File: src/design/cht_ram.sv
// ---------------------------------------------------------------------------
// cht_ram
// generic single write port ram with one registered read port
// ---------------------------------------------------------------------------
`default_nettype none

module cht_ram #(
    parameter int WIDTH = 8,
    parameter int DEPTH = 256
) (
    input  wire logic                     clk,
    input  wire logic                     we,
    input  wire logic [$clog2(DEPTH)-1:0] waddr,
    input  wire logic [WIDTH-1:0]         wdata,
    input  wire logic [$clog2(DEPTH)-1:0] raddr,
    output logic      [WIDTH-1:0]         rdata
);

    logic [WIDTH-1:0] mem [DEPTH];

    always_ff @(posedge clk)
    begin
        if (we)
        begin
            mem[waddr] <= wdata;
        end
        rdata <= mem[raddr];
    end

endmodule

`default_nettype wire

File: config.mk
export PLATFORM = sky130hd
export DESIGN_NAME = cht_ram
export DESIGN_NICKNAME = d
export VERILOG_FILES = /design/src/design/cht_ram.sv
export SDC_FILE = /design/constraint.sdc
export NUM_CORES = 2
export LEC_CHECK = 0
export BUFFER_PORTS_ARGS = -buffer_cell sky130_fd_sc_hd__buf_2
export CAP_MARGIN = 25
export CELL_PAD_IN_SITES_DETAIL_PLACEMENT = 1
export CELL_PAD_IN_SITES_GLOBAL_PLACEMENT = 1
export CORE_MARGIN = 1.5
export CORE_UTILIZATION = 50
export DETAILED_ROUTE_END_ITERATION = 12
export MAX_ROUTING_LAYER = met4
export PLACE_DENSITY = 0.79
export SLEW_MARGIN = 40
export SYNTH_ARGS = -nofsm -noshare
export SYNTH_HDL_FRONTEND = slang
export SYNTH_SLANG_ARGS = --single-unit
export TNS_END_PERCENT = 5
File: constraint.sdc
create_clock -name clk -period 2.4 [get_ports clk]
set_input_delay 0 -clock clk [delete_from_list [all_inputs] [get_ports clk]]
set_output_delay 0 -clock clk [all_outputs]
set_load 0.01 [all_outputs]
Word-level counts from Yosys, hierarchy flattened
Memory sizes are Yosys's and may differ from the RTL's. A register that Yosys moved wholly into a read port is not among the register bits.
Index checks and enable logic that the tools add are counted.
{ "totals": {"out_inout_bits": 8, "memories": 1, "register_bits": 0, "in_bits": 26, "ramBits": 2048} }
{ "op_classes": {"mux": 2} }
{ "memory_table": {"columns": ["memory", "words", "word_bits", "rd", "rd_clocked_by_memory_dff", "wr", "line_no", "rtl"], "rows": [
  ["mem", 256, 8, 1, 1, 1, "19", "logic [WIDTH-1:0] mem [DEPTH];"]
]} }
{ "ops": {"columns": ["cell", "n"], "rows": [
  ["2-to-1 mux 1 bit", 2]
]} }

Depth between registers and ports, before layout
{ "depth": {"ltp_word": 2, "ltp_mapped": 11, "mapped_depth_nobuf": 6} }

Worst setup path before layout
No wires, ideal clock.
{ "synth_path": {"path_type": "input to register", "start": "input port raddr[0]", "end": "register rdata[2], read port of mem", "arrival_ps": 1807, "cell_stages": 9, "t_required_ps": 2269, "n_path_buf": 4, "setup_ps": 131, "path_slack_ps": 462, "cell_sequence": "buf_6 > buf_12 > buf_8 > buf_2 > mux4_2 > a22oi_1 > a21oi_1 > nor4_1 > nor4_2"} }
{ "synth_lines": {"columns": ["item", "line_no", "rtl"], "rows": [
  ["from (decl)", "15", "input wire logic [$clog2(DEPTH)-1:0] raddr,"],
  ["to (decl)", "16", "output logic [WIDTH-1:0] rdata"]
]} }

==> results.yml <==
status:
  status: "finished, violations left"
  violations: "setup timing"
timing:
  worstMarginPinSlew_ns: 0.9130
  fin_tns_setup_ns: -0.6398
  setup_violations: 6
  period_needed_ns: 2.607
  hold_slack_ns: 0.07130
  fin_ws_ns: -0.2068
  max-slew-margin-rel_pct: 39.13
  drv_slew: 0
  fmax_mhz: 383.6
  rsz0062_at_grt: "true"
  skew_ns: 0.04448
  finalHoldViolations: 0
  fin_crit_sh_pct: 108.6
cts:
  cts_buffers: 201
  cts_tree: "done"
  ctsLongestPathBuffers: 3
  cts_setup_buffers: 0
  clk_pin_slew_ns: 0.07
  clk_latency_ns: 0.86
  clkSinkCount: 2056
  h-tree-depth: 4
  root_buffer: "clkbuf_16"
power:
  power_mw: 76.15
  p_switching_mw: 17.02
  ir_drop_mv: 0.7941
  p_clk_share_pct: 42.3
  sw_frac_of_total_pct: 22.36
  power_leakage_nw: 30.23
  comb_power_share_pct: 5.7
  p_int_mw: 59.12
  p_per_area_mw_per_mm2: 814.0
  pwr-share-seq_pct: 52.1
global_route:
  overflow: 0
  grt_pass1_wl_um: 339200
  grt_pass1_vias: 45680
  grt_max_degree: 117
  antenna_found_initial: 12
  track_usage_pct: 30.29
worst_setup_path:
  cp.required_ns: 3.11
  cp-end-kind: "flop"
  start_kind: "flop"
  crit_type: "flop to flop"
  cp.arrival_ns: 3.32
  crit_fanout: 1
synthesis:
  syn_area_mm2: 0.07956
  yosysTopAreaCell: "edfxtp_1"
  synth_ff_type: "edfxtp_1"
  synth_cell_types: 55
  yosys_warnings: 0
  synth_seq_cells: 2056
  synth_edf_count: 2048
  yosysSeqAreaShare_pct: 77.50
  synth.most_common_cell: "edfxtp_1"
  synth_common_cells: "edfxtp_1, mux4_2, nor2_1"
  yosys-top-cells-area: "edfxtp_1, mux4_2, mux2i_1, nor2_1, a22oi_1"
  synth-async-reset-ratio_pct: 0
  netlist.area_leader.share_pct: 77.30
  synthCells: 3733
  avgSynthCellArea_um2: 21.31
  synth_fp_nets: 3759
finish:
  multi_input_area_mm2: 0.01671
  register_area_mm2: 0.06166
  area_growth_pct: 17.58
  fill_cells: 13340
  fin_nets: 4394
  postLayoutCellArea_mm2: 0.09355
  drive_gt1_share_pct: 32.07
placement:
  port_buffers: 33
  hpwlAfterDp_um: 145300
  dpl_cell_area_mm2: 0.08652
  place_congestion: 0.8879
run:
  cap_violations: 0
die:
  die_w_um: 401.9
  die_h_um: 401.9
  fp.dieArea_mm2: 0.1615
  initial_core_util_pct: 50.29
  num_io_pins: 34
  coreArea_mm2: 0.1582
  num_rows: 146
routing:
  drt_iter0_markers: 6417
  drt-wirelength-per-cell_um: 35.71
  num_vias: 43500
  drtPass1Iterations: 6
  postRouteAntennaNets: 0
  drc_errors: 0
  wl_um: 236400
  via_per_inst: 6.571
hold_path:
  hp-class: "input port to flop"
[final timing paths]
kind                            slack (ns)                     to  cells past startpoint                 start
worst min register to register        1.25       rdata[5]$_DFF_P_                      7  mem[33][5]$_DFFE_PP_
worst max register to register       -0.21       rdata[2]$_DFF_P_                      6  mem[71][2]$_DFFE_PP_
worst min-delay path                  0.07  mem[111][6]$_DFFE_PP_                      3                    we
worst max-delay path                 -0.21       rdata[2]$_DFF_P_                      6  mem[71][2]$_DFFE_PP_
[power by group through the flow]
stage | clock, mW | sequential (mW) | combinational (mW)
2_1_floorplan | 0 | 40.4 | 1.92
3_3_place_gp | 0 | 40.4 | 3.89
3_5_place_dp | 0 | 40.4 | 4.09
4_1_cts | 32.3 | 39.6 | 4.21
5_1_grt | 33.5 | 39.6 | 4.44
6_report | 32.2 | 39.7 | 4.31
[flip-flops by register name, indices dropped and copies added, names as in the netlist]
signal	cells
mem	2048
rdata	8
[critical path, stage by stage, from the launching register on]
cell and delay, ns:
edfxtp_1 0.42, mux4_2 0.50, mux4_2 0.48, nor2b_1 0.22, nor4_4 0.55, buf_4 0.24, nor4_2 0.06
[routing by layer]
layer	vias to the layer above	global-route usage, %	share of wire (%)	routed length, µm
met5	-	-	0	0
met2	3100	48.05	50	117200
met3	650	6.275	11	24840
met1	22800	38.73	35	83920
li1	16950	-	-	-
met4	0	11.72	4.4	10450
[cells in the final DEF (no fill, tap or decap), drive strengths merged, types with 27 or more instances in the layout]
master  instances
clkbuf        248
mux2i         134
nor4           27
edfxtp       2048
nor2          282
o22ai          28
buf           641
clkinv         99
nor2b          31
a22oi         133
nand2          33
nand3          34
a21oi          96
mux4          456
o221ai         47
[what timing repair did]
action                      CTS  global route
cloned                        0             0
hold buffers                 17             0
resized for setup            14            14
hold endpoints to repair   1038             0
setup endpoints to repair     8            12
pin swaps                     4             5
[stage by stage]
stage / util, % / setup WS [ns] / std cells
2_1_floorplan: - / 0.4621 / 3733
3_3_place_gp: 54.66 / -1.188 / 6220
3_5_place_dp: 54.69 / -0.7440 / 6220
4_1_cts: 59.05 / -0.1561 / 6612
5_1_grt: 59.13 / -0.2472 / 6620
6_report: 59.13 / -0.2068 / 6620
[cells by family (layout without fill, tap and decap cells)]
| logic type | count (synthesis) | after routing | share of synthesized area [%] |
|---|---|---|---|
| DFF | 2056 | 2056 | 77.50 |
| and+or+nand+nor | 466 | 466 | 2.628 |
| other | 0 | 8 | 0 |
| AOI/OAI and AO/OA | 385 | 385 | 3.419 |
| muxes | 591 | 591 | 14.62 |
| buffers and inverters | 235 | 1042 | 1.831 |
[final cells by class]
type	instances	share of cell area [%]
Sequential cell	2056	65.91
Antenna cell	8	0.02140
Multi-Input combinational cell	1442	17.86
Clock inverter	134	1.462
Tap cell	2072	2.771
Inverter	2	0.008025
Clock buffer	241	5.634
Timing Repair Buffer	665	6.329
Power figures use the tool's default switching activity.
